**src/sv/md5_pkg.sv**
```systemverilog
// ----------------------------------------------------------------------------
// MD5 package
// Step constants, rotate amounts, message schedule and sequencer states.
// ----------------------------------------------------------------------------
package md5_pkg;

  typedef enum logic [1:0] {
    ST_IDLE,
    ST_PAD,
    ST_COMP,
    ST_FIN
  } md5_state_t;

  localparam logic [31:0] CHAIN_INIT [4] = '{
    32'h67452301, 32'hefcdab89, 32'h98badcfe, 32'h10325476
  };

  localparam logic [31:0] PAD_BYTE = 32'h00000080;

  localparam logic [31:0] STEP_K [64] = '{
    32'hd76aa478, 32'he8c7b756, 32'h242070db, 32'hc1bdceee,
    32'hf57c0faf, 32'h4787c62a, 32'ha8304613, 32'hfd469501,
    32'h698098d8, 32'h8b44f7af, 32'hffff5bb1, 32'h895cd7be,
    32'h6b901122, 32'hfd987193, 32'ha679438e, 32'h49b40821,
    32'hf61e2562, 32'hc040b340, 32'h265e5a51, 32'he9b6c7aa,
    32'hd62f105d, 32'h02441453, 32'hd8a1e681, 32'he7d3fbc8,
    32'h21e1cde6, 32'hc33707d6, 32'hf4d50d87, 32'h455a14ed,
    32'ha9e3e905, 32'hfcefa3f8, 32'h676f02d9, 32'h8d2a4c8a,
    32'hfffa3942, 32'h8771f681, 32'h6d9d6122, 32'hfde5380c,
    32'ha4beea44, 32'h4bdecfa9, 32'hf6bb4b60, 32'hbebfbc70,
    32'h289b7ec6, 32'heaa127fa, 32'hd4ef3085, 32'h04881d05,
    32'hd9d4d039, 32'he6db99e5, 32'h1fa27cf8, 32'hc4ac5665,
    32'hf4292244, 32'h432aff97, 32'hab9423a7, 32'hfc93a039,
    32'h655b59c3, 32'h8f0ccc92, 32'hffeff47d, 32'h85845dd1,
    32'h6fa87e4f, 32'hfe2ce6e0, 32'ha3014314, 32'h4e0811a1,
    32'hf7537e82, 32'hbd3af235, 32'h2ad7d2bb, 32'heb86d391
  };

  localparam logic [4:0] ROT_AMT [16] = '{
    5'd7, 5'd12, 5'd17, 5'd22,
    5'd5, 5'd9,  5'd14, 5'd20,
    5'd4, 5'd11, 5'd16, 5'd23,
    5'd6, 5'd10, 5'd15, 5'd21
  };

  // Message word used by step j.
  function automatic logic [3:0] md5_g(input logic [5:0] j);
    logic [3:0] jl;
    logic [3:0] g;
    jl = j[3:0];
    unique case (j[5:4])
      2'd0: g = jl;
      2'd1: g = 4'((jl << 2) + jl + 4'd1);
      2'd2: g = 4'((jl << 1) + jl + 4'd5);
      default: g = 4'((jl << 3) - jl);
    endcase
    return g;
  endfunction

endpackage

```
**src/sv/md5_ram.sv**
```systemverilog
// ----------------------------------------------------------------------------
// MD5 RAM
// Generic single-write, single-read memory with registered read data.
// ----------------------------------------------------------------------------
module md5_ram #(
  parameter int WIDTH = 32,
  parameter int DEPTH = 16
) (
  input  logic                     clk,
  input  logic                     we,
  input  logic [$clog2(DEPTH)-1:0] waddr,
  input  logic [WIDTH-1:0]         wdata,
  input  logic [$clog2(DEPTH)-1:0] raddr,
  output logic [WIDTH-1:0]         rdata
);

  logic [WIDTH-1:0] mem [DEPTH];

  always_ff @(posedge clk) begin
    if (we) begin
      mem[waddr] <= wdata;
    end
    rdata <= mem[raddr];
  end

endmodule

```
**src/sv/md5_message_digest.sv**
```systemverilog
// ----------------------------------------------------------------------------
// MD5 message digest
// Buffers 16-word blocks, pads the message and runs the 64-step compression.
// ----------------------------------------------------------------------------
//
//  channel   dir  bits                                       end marker
//  s_*       in   tdata[31:0] data_word, [34:32] byte_count   tlast = last
//  m_*       out  tdata[31:0] digest_word, tuser word_index   tlast = final_word
//
//  A word that does not end a block is taken while idle. The sixteenth word
//  of a block starts the compression: one step per cycle through a single
//  step adder, with the block buffer read at the start and the chaining add
//  at the end of each block. Padding writes one word per cycle, then one or two
//  more blocks run. The four digest words are held in an output register, so
//  the next message is taken while they wait; a second digest waits for them.
//  rst resets the sequencer and chaining words; the block buffer needs none.
//
module md5_message_digest (
  input  logic        clk,
  input  logic        rst,
  input  logic        s_tvalid,
  output logic        s_tready,
  input  logic [39:0] s_tdata,   // [31:0] data_word, [34:32] byte_count, rest zero
  input  logic        s_tlast,
  output logic        m_tvalid,
  input  logic        m_tready,
  output logic [31:0] m_tdata,   // [31:0] digest_word
  output logic [1:0]  m_tuser,   // [1:0] word_index
  output logic        m_tlast
);

  import md5_pkg::*;

  md5_state_t state, state_next;

  logic [3:0]  pos;
  logic [63:0] bit_len;
  logic        tail;
  logic        pend80;
  logic        lo_done;
  logic        hi_done;
  logic [6:0]  cyc;
  logic [31:0] chain [4];
  logic [31:0] a, b, c, d;
  logic [31:0] pre;
  logic [31:0] out_word [4];
  logic [1:0]  out_idx;
  logic        out_busy;

  logic        in_acc;
  logic        out_acc;
  logic [31:0] in_data;
  logic [2:0]  cnt;
  logic [31:0] last_word;
  logic [31:0] pad_word;
  logic        ram_we;
  logic [3:0]  ram_waddr;
  logic [31:0] ram_wdata;
  logic [3:0]  ram_raddr;
  logic [31:0] ram_rdata;
  logic [5:0]  j1;
  logic [5:0]  j2;
  logic [31:0] f;
  logic [31:0] sum;
  logic [63:0] rot2;
  logic [31:0] b_new;
  logic        pre_en;
  logic        step_en;

  assign in_data = s_tdata[31:0];
  assign cnt     = (s_tdata[34:32] > 3'd4) ? 3'd4 : s_tdata[34:32];
  assign in_acc  = s_tvalid && s_tready;
  assign out_acc = m_tvalid && m_tready;

  assign m_tvalid = out_busy;
  assign m_tdata  = out_word[out_idx];
  assign m_tuser  = out_idx;
  assign m_tlast  = (out_idx == 2'd3);

  // Mask off unused bytes of the last word and place the 0x80 marker; a full word defers it to padding.
  always_comb begin
    unique case (cnt)
      3'd0:    last_word = PAD_BYTE;
      3'd1:    last_word = {16'h0000, 8'h80, in_data[7:0]};
      3'd2:    last_word = {8'h00, 8'h80, in_data[15:0]};
      3'd3:    last_word = {8'h80, in_data[23:0]};
      default: last_word = in_data;
    endcase
  end

  always_comb begin
    priority if (pend80) begin
      pad_word = PAD_BYTE;
    end else if (pos == 4'd14) begin
      pad_word = bit_len[31:0];
    end else if (pos == 4'd15 && lo_done) begin
      pad_word = bit_len[63:32];
    end else begin
      pad_word = '0;
    end
  end

  assign ram_we    = in_acc || (state == ST_PAD);
  assign ram_waddr = pos;
  assign ram_wdata = (state == ST_PAD) ? pad_word : (s_tlast ? last_word : in_data);
  assign ram_raddr = md5_g(cyc[5:0]);

  md5_ram #(
    .WIDTH(32),
    .DEPTH(16)
  ) u_buf (
    .clk   (clk),
    .we    (ram_we),
    .waddr (ram_waddr),
    .wdata (ram_wdata),
    .raddr (ram_raddr),
    .rdata (ram_rdata)
  );

  // The operand sum a + K + M of step j1 is registered in pre in the cycle before step j2 uses it and rotates.
  assign j1      = 6'(cyc - 7'd1);
  assign j2      = 6'(cyc - 7'd2);
  assign pre_en  = (state == ST_COMP) && (cyc >= 7'd1) && (cyc <= 7'd64);
  assign step_en = (state == ST_COMP) && (cyc >= 7'd2) && (cyc <= 7'd65);

  always_comb begin
    unique case (j2[5:4])
      2'd0:    f = (b & c) | (~b & d);
      2'd1:    f = (b & d) | (c & ~d);
      2'd2:    f = b ^ c ^ d;
      default: f = c ^ (b | ~d);
    endcase
    sum   = pre + f;
    rot2  = {sum, sum} << ROT_AMT[{j2[5:4], j2[1:0]}];
    b_new = b + rot2[63:32];
  end

  // Sequencer.
  always_comb begin
    state_next = state;
    s_tready   = 1'b0;
    unique case (state)
      ST_IDLE: begin
        s_tready = 1'b1;
        if (in_acc) begin
          if (pos == 4'd15) begin
            state_next = ST_COMP;
          end else if (s_tlast) begin
            state_next = ST_PAD;
          end
        end
      end
      ST_PAD: begin
        if (pos == 4'd15) begin
          state_next = ST_COMP;
        end
      end
      ST_COMP: begin
        if (cyc == 7'd66) begin
          priority if (hi_done) begin
            state_next = ST_FIN;
          end else if (tail) begin
            state_next = ST_PAD;
          end else begin
            state_next = ST_IDLE;
          end
        end
      end
      ST_FIN: begin
        if (!out_busy) begin
          state_next = ST_IDLE;
        end
      end
      default: state_next = ST_IDLE;
    endcase
  end

  always_ff @(posedge clk) begin
    if (rst) begin
      state <= ST_IDLE;
    end else begin
      state <= state_next;
    end
  end

  // Control and chaining state.
  always_ff @(posedge clk) begin
    if (rst) begin
      pos      <= '0;
      bit_len  <= '0;
      tail     <= 1'b0;
      pend80   <= 1'b0;
      lo_done  <= 1'b0;
      hi_done  <= 1'b0;
      cyc      <= '0;
      chain    <= CHAIN_INIT;
      out_busy <= 1'b0;
      out_idx  <= '0;
    end else begin
      if (out_acc) begin
        out_idx <= out_idx + 2'd1;
        if (out_idx == 2'd3) begin
          out_busy <= 1'b0;
        end
      end
      unique case (state)
        ST_IDLE: begin
          cyc <= '0;
          if (in_acc) begin
            pos <= pos + 4'd1;
            if (s_tlast) begin
              bit_len <= bit_len + {58'd0, cnt, 3'd0};
              tail    <= 1'b1;
              pend80  <= (cnt == 3'd4);
            end else begin
              bit_len <= bit_len + 64'd32;
            end
          end
        end
        ST_PAD: begin
          cyc <= '0;
          pos <= pos + 4'd1;
          priority if (pend80) begin
            pend80 <= 1'b0;
          end else if (pos == 4'd14) begin
            lo_done <= 1'b1;
          end else if (pos == 4'd15 && lo_done) begin
            hi_done <= 1'b1;
          end else begin
            pend80 <= 1'b0;
          end
        end
        ST_COMP: begin
          cyc <= cyc + 7'd1;
          if (cyc == 7'd66) begin
            chain[0] <= chain[0] + a;
            chain[1] <= chain[1] + b;
            chain[2] <= chain[2] + c;
            chain[3] <= chain[3] + d;
          end
        end
        ST_FIN: begin
          if (!out_busy) begin
            out_busy <= 1'b1;
            out_idx  <= '0;
            chain    <= CHAIN_INIT;
            bit_len  <= '0;
            tail     <= 1'b0;
            pend80   <= 1'b0;
            lo_done  <= 1'b0;
            hi_done  <= 1'b0;
          end
        end
        default: cyc <= '0;
      endcase
    end
  end

  // Working variables and output words.
  always_ff @(posedge clk) begin
    if (state != ST_COMP) begin
      a <= chain[0];
      b <= chain[1];
      c <= chain[2];
      d <= chain[3];
    end else if (step_en) begin
      a <= d;
      b <= b_new;
      c <= b;
      d <= c;
    end
    if (pre_en) begin
      // Step zero takes a directly; later steps take d, which becomes their a.
      pre <= ((j1 == 6'd0) ? a : d) + STEP_K[j1] + ram_rdata;
    end
    if (state == ST_FIN && !out_busy) begin
      out_word <= chain;
    end
  end

endmodule
```
**config.mk**
```make
export PLATFORM = sky130hd
export DESIGN_NAME = md5_message_digest
export DESIGN_NICKNAME = d
export VERILOG_FILES = /design/src/sv/md5_pkg.sv /design/src/sv/md5_ram.sv /design/src/sv/md5_message_digest.sv
export SDC_FILE = /design/constraint.sdc
export NUM_CORES = 2
export LEC_CHECK = 0
export BUFFER_PORTS_ARGS = -buffer_cell sky130_fd_sc_hd__clkbuf_2
export CORE_ASPECT_RATIO = 1.5
export CORE_MARGIN = 8
export CORE_UTILIZATION = 58
export DETAILED_ROUTE_END_ITERATION = 6
export GPL_TIMING_DRIVEN = 0
export PLACE_DENSITY_LB_ADDON = 0.1
export SYNTH_ARGS = -nofsm -noshare
export SYNTH_HDL_FRONTEND = slang
export SYNTH_SLANG_ARGS = --single-unit
```
**constraint.sdc**
```tcl
create_clock -name clk -period 9.1 [get_ports clk]
set_clock_uncertainty 0.05 [all_clocks]
set_input_delay 1.82 -clock clk [delete_from_list [all_inputs] [get_ports clk]]
set_output_delay 1.82 -clock clk [all_outputs]
set_load 0.01 [all_outputs]
```
Word-level counts from Yosys, hierarchy flattened. Memories as Yosys holds them, arrays and structs flattened. A register that Yosys moved wholly into a read port is not among the register bits. Index checks and enable logic that the tools add are counted.

Flip-flop bits (word level): 500. Bits in latches: 0. Memory bits (writable): 512. Bits in read-only memories: 2128. Output and inout port bits: 37. Memories kept: 3.

Add/sub/neg operators: 20. Multiply operators: 0. Div/mod/pow operators: 0. Order comparisons: 8. Equality and inequality tests: 26. Shifts and indexed selects: 1. Mux-type cells: 68. Bitwise gates (word level): 15. Reduce and logical (&&, ||, !) cells: 31.

Memories: (name not given) (words 64, bits a word 32, read ports 1, clocked after memory_dff 0, wr ports 0, RTL line md5_message_digest.sv:274) `pre <= ((j1 == 6'd0) ? a : d) + STEP_K[j1] + ram_rdata;`; u_buf.mem (words 16, bits a word 32, read ports 1, clocked after memory_dff 1, wr ports 1, RTL line md5_ram.sv:17) `logic [WIDTH-1:0] mem [DEPTH];`; (name not given) (words 16, bits a word 5, read ports 1, clocked after memory_dff 0, wr ports 0, RTL line md5_message_digest.sv:134) `rot2 = {sum, sum} << ROT_AMT[{j2[5:4], j2[1:0]}];`.

Operators by type and width (number): 32-bit two-way mux (18); 32-bit adder (8); 128-bit two-way mux (2); 128-bit case mux with 2 select lines (1); 64-bit two-way mux (3); 32-bit bitwise AND (4); 32-bit case mux with 4 select lines (1); 64-bit case mux with 2 select lines (1); 32-bit OR (3); 32-bit case mux with 3 select lines (1); 32-bit XOR (3); 64-bit by 6-bit adder with 64-bit output (1); 64-bit by 6-bit adder with 64-bit output (second input constant) (1); 32-bit binary-select mux with 2-bit select (1); 32-bit NOT (2); 64-bit by 5-bit << shifter with 64-bit output (1); 2-bit two-way mux (10); 1-bit two-way mux (18); 7-bit less-or-equal comparator (second input constant) (2); 7-bit case mux with 2 select lines (1); 2-bit != test (second input constant) (6); 4-bit case mux with 3 select lines (1); 4-bit AND reduction (3); 2-bit nonzero test (6); 44 further kinds (71).

Longest topological paths before layout.
Depth after elaboration: 9. Depth in mapped cells: 40.

By module. A second synthesis with hierarchy kept.

Cell total of the unflattened synthesis: 5195. Area, all modules: 58666.3 um^2.

Modules (own cells, without submodules): md5_message_digest (instances 1, cells an instance 4357, area an instance 38831.0 um^2, seq. area each 12832.3 um^2); md5_ram (instances 1, cells an instance 838, area an instance 19835.3 um^2, seq. area each 16015.4 um^2).

Worst setup path before layout. No wires, ideal clock.

Kind: register to register. Start: register cyc[2]. End: register b[30], data pin. Setup time: 0.260 ns. Data arrival time: 8.425 ns. Setup slack: 0.365 ns. Cell stages (with the launch flop): 40. Buffers on the path: 3. Cells stage by stage: dfxtp_1 clkbuf_1 inv_1 ha_1 a21boi_4 xor2_2 clkbuf_1 buf_1 nor2_1 xnor2_1 a21oi_1 nand3_1 a22oi_1 ha_1 a211oi_2 o211ai_2 a31oi_1 o31ai_2 [... 4 more ...] mux2i_1 a211oi_1 a211o_1 o21ai_1 ha_1 fa_1 a211oi_1 o21ai_1 a31oi_1 o311a_1 o32ai_1 o41ai_4 o21ai_1 o31ai_2 a21oi_1 a21oi_1 xnor2_1 mux2_2.

Longest elaborated chain between the ends: 9. Elaborated cells between the ends (all ways): 14.

RTL lines: from (decl) (RTL line md5_message_digest.sv:42) `logic [6:0] cyc;`; from (signal assigned) (RTL line md5_message_digest.sv:234) `cyc <= cyc + 7'd1;`; 6-bit by 2-bit subtractor with 6-bit output * (RTL line md5_message_digest.sv:122) `assign j2 = 6'(cyc - 7'd2);`; parallel branches: the longest is 4 deep, another holds 32-bit adder; 64-bit by 5-bit << shifter with 64-bit output * (RTL line md5_message_digest.sv:134); 32-bit adder * (RTL line md5_message_digest.sv:135) `b_new = b + rot2[63:32];`; 32-bit two-way mux * (RTL line md5_message_digest.sv:266) `end else if (step_en) begin`; 32-bit two-way mux * (RTL line md5_message_digest.sv:261) `if (state != ST_COMP) begin`; to (signal assigned) (RTL line md5_message_digest.sv:263) `b <= chain[1];`; to (signal assigned) (RTL line md5_message_digest.sv:268) `b <= b_new;`; to (decl) (RTL line md5_message_digest.sv:44) `logic [31:0] a, b, c, d;`.

Mark *: on every way between the ends. The select of a mux whose other input is x is not followed. A chain may end at the register's enable or synchronous reset.

Final worst setup path.
Start: register cyc[2]. End: register b[28], data pin.

Same word-level chain as after synthesis.

==> impl_metrics.env <==
export IMPL_grt_pass1_wl_um=324400
export IMPL_drive_gt1_share_pct=15.71
export IMPL_syn_area_um2=58840
export IMPL_place_area_um2=61660
export IMPL_htree_levels=3
export IMPL_cts_root_buf="clkbuf_16"
export IMPL_ant_nets=0
export IMPL_post_drt_wl_per_cell_um=33.72
export IMPL_required_ps=9540
export IMPL_die_h_um=406.1
export IMPL_gp_congestion=1.025
export IMPL_min_period_ps=9031
export IMPL_cts_tree="yes"
export IMPL_wirelength_um=229900
export IMPL_ys_warn_count=0
export IMPL_max_stage_delay_ps=880
export IMPL_synth_seq_cells=1041
export IMPL_drc=1
export IMPL_cts_clk_slew_worst_paths_ps=70
export IMPL_finalWorstSetupSlack_ps=68.82
export IMPL_cts_buffers=95
export IMPL_via_per_inst=6.862
export IMPL_first_global_vias=46670
export IMPL_antenna_found_initial=3
export IMPL_vias=46780
export IMPL_netlist_area_leader_share_pct=40.83
export IMPL_yosys_most_used_dff="edfxtp_1"
export IMPL_hold_viol=0
export IMPL_switching_share_pct=43.12
export IMPL_synth_largest_area_cell="edfxtp_1"
export IMPL_finalCritPeriodShare_pct=99.24
export IMPL_maxCapViolCount=0
export IMPL_finalNonFillerCells=6818
export IMPL_p_switching_w=0.009324
export IMPL_finalSetupViolCount=0
export IMPL_core_area_um2=100900
export IMPL_slowest_stage="a21oi_2"
export IMPL_dpl_cell_count=6598
export IMPL_async_flop_share_pct=0
export IMPL_drt_pass1_iter_count=7
export IMPL_power_density_nw_per_um2=325.5
export IMPL_seqPwrFrac_pct=30.7
export IMPL_die_w_um=276.1
export IMPL_grt_max_degree=55
export IMPL_portBuffers=76
export IMPL_violations="design-rule violations"
export IMPL_worstSetupEndpointType="flip-flop"
export IMPL_pwr_share_comb_pct=49.5
export IMPL_status="complete, but fails checks"
export IMPL_die_area_um2=112100
export IMPL_drv_slew=0
export IMPL_avgSynthCellArea_um2=11.37
export IMPL_cellLeakagePower_nw=24.45
export IMPL_fin_nets=5784
export IMPL_worst_slew_pin_slew_ps=1458
export IMPL_netlist_instances=5173
export IMPL_worstHoldPathType="flip-flop to flip-flop"
export IMPL_ys_top_cells_by_area="edfxtp_1 41%, dfxtp_1 8.2%, mux4_2 6.5%"
export IMPL_rows=143
export IMPL_timing_hold_ws_ps=396.5
export IMPL_area_growth_syn_to_layout_pct=12.92
export IMPL_worst_setup_path_start_kind="flip-flop"
export IMPL_io_pins=82
export IMPL_total_power_w=0.02163
export IMPL_path_max_fanout=10
export IMPL_synth_fp_nets=5528
export IMPL_internal_power_w=0.01230
export IMPL_pwr_share_clk_pct=19.9
export IMPL_critical_path_class="flip-flop to flip-flop"
export IMPL_hpwl_um=170300
export IMPL_insertion_delay_ps=740
export IMPL_start_util_pct=58.31
export IMPL_dpl_worst_slack_ps=-4064
export IMPL_design_area_um2=66450
export IMPL_cts_hold_buf=0
export IMPL_ir_worst_vdd_mv=0.2334
export IMPL_clock_sinks=1041
export IMPL_cp_arrival_ps=9470
export IMPL_post_synth_num_cell_types=96
export IMPL_fmax_ghz=0.1107
export IMPL_yosysSeqAreaShare_pct=49.03
export IMPL_gr_total_overflow=0
export IMPL_synth_edf_count=800
export IMPL_drt_iter0_drc=5010
export IMPL_cts_max_path_buffers=3
export IMPL_relSlewSlack_pct=2.793
export IMPL_track_usage_pct=40.12
-- registers in the layout (all words and copies together) (netlist names), 32 cells and up --
name / flops
a: 32
b: 32
bit_len: 61
c: 32
chain: 128
d: 32
out_word: 128
pre: 32
u_buf.mem: 512
u_buf.rdata: 32
-- path summary, 6_finish.rpt --
check / startpoint / endpoint / slack, ps / cells past startpoint
min: chain[74] / out_word[74] / 400 / 0
min reg2reg: chain[74] / out_word[74] / 400 / 0
max reg2reg: cyc[2] / b[28] / 70 / 34
max: cyc[2] / b[28] / 70 / 34
-- layout by cell type, fill, tap and decap left out, drive strengths merged, types with 27 or more instances in the layout --
cell	n
a211o	43
a211oi	94
a21o	94
a21oi	372
a22oi	68
a31oi	77
and3	44
buf	157
clkbuf	396
clkinv	45
dfxtp	241
edfxtp	800
fa	43
ha	267
inv	171
mux2	134
mux2i	143
mux4	170
nand2	342
nand2b	70
nand3	97
nand4	34
nor2	449
nor2b	64
nor3	69
o211ai	35
o21ai	283
o21bai	27
o22ai	50
or3	34
xnor2	207
xor2	111
-- logic make-up (layout without fill, tap and decap cells) --
family	Yosys count	after routing	synth area share (%)
AO/OA/AOI/OAI	1323	1323	14.50
flip-flops	1041	1041	49.03
AND/OR/NAND/NOR	1285	1285	10.08
XOR/XNOR	318	318	4.772
other	0	1	0
buffers and inverters	449	788	2.979
multiplexers	447	447	11.50
adder cells (fa/ha/maj)	310	310	7.140
-- metal layers --
layer	track usage, %	wire (um)
met5	0	26
met4	38.98	28180
met3	7.122	17520
met2	69.43	111700
met1	40.56	72490
-- synthesized netlist by cell type, types with 70 or more instances --
| cell type | instances |
|---|---|
| nor2_1 | 448 |
| o21ai_0 | 259 |
| ha_1 | 267 |
| xor2_1 | 109 |
| nand3_1 | 97 |
| nand2_1 | 342 |
| a21oi_1 | 369 |
| dfxtp_1 | 241 |
| xnor2_1 | 206 |
| a31oi_1 | 76 |
| mux2_2 | 134 |
| clkbuf_1 | 206 |
| nand2b_1 | 70 |
| mux4_2 | 170 |
| edfxtp_1 | 800 |
| mux2i_1 | 143 |
| inv_1 | 167 |
| a211oi_1 | 92 |
| a21o_1 | 94 |
-- critical path: cells and delay by family (launching register included) --
family          cells  cell delay [ps]
buf+inv             5              860
xor+xnor            4              530
simple gates        6             1070
flops               1              370
compound gates     13             3420
mux                 3             1290
fa+ha+maj           3             1160
-- power groups by stage --
stage	logic, W	registers (W)	clock network (W)
2_1_floorplan	0.00636	0.00647	0
3_3_place_gp	0.00949	0.00672	0
3_5_place_dp	0.00975	0.00669	0
4_1_cts	0.0102	0.00660	0.00427
5_1_grt	0.0112	0.00666	0.00444
6_report	0.0107	0.00663	0.00429
-- per-stage QoR --
stage / setup TNS, ps / util [%]
finish: 0 / 65.85
global route: -50.33 / 65.84
CTS: 0 / 65.40
detailed placement: -120700 / 61.10
global placement: -418460 / 60.31
floorplan: 0 / -
-- final cells by class --
type,instances,area [um2]
antenna,1,2.502
buffer,280,1376
clock buffer,115,2534
clock inverter,65,795.8
fill,7515,34470
inverter,169,646.9
multi-input combinational,3683,29230
sequential,1041,28860
tap,1305,1633
timing repair buffer,159,1374
-- repair_timing --
item                       in CTS  in global routing
setup endpoints to repair      56                 18
pin swaps                      20                 25
setup buffers                  22                 10
resized for setup             202                 64
No activity file was read; power rests on OpenSTA's default activity.
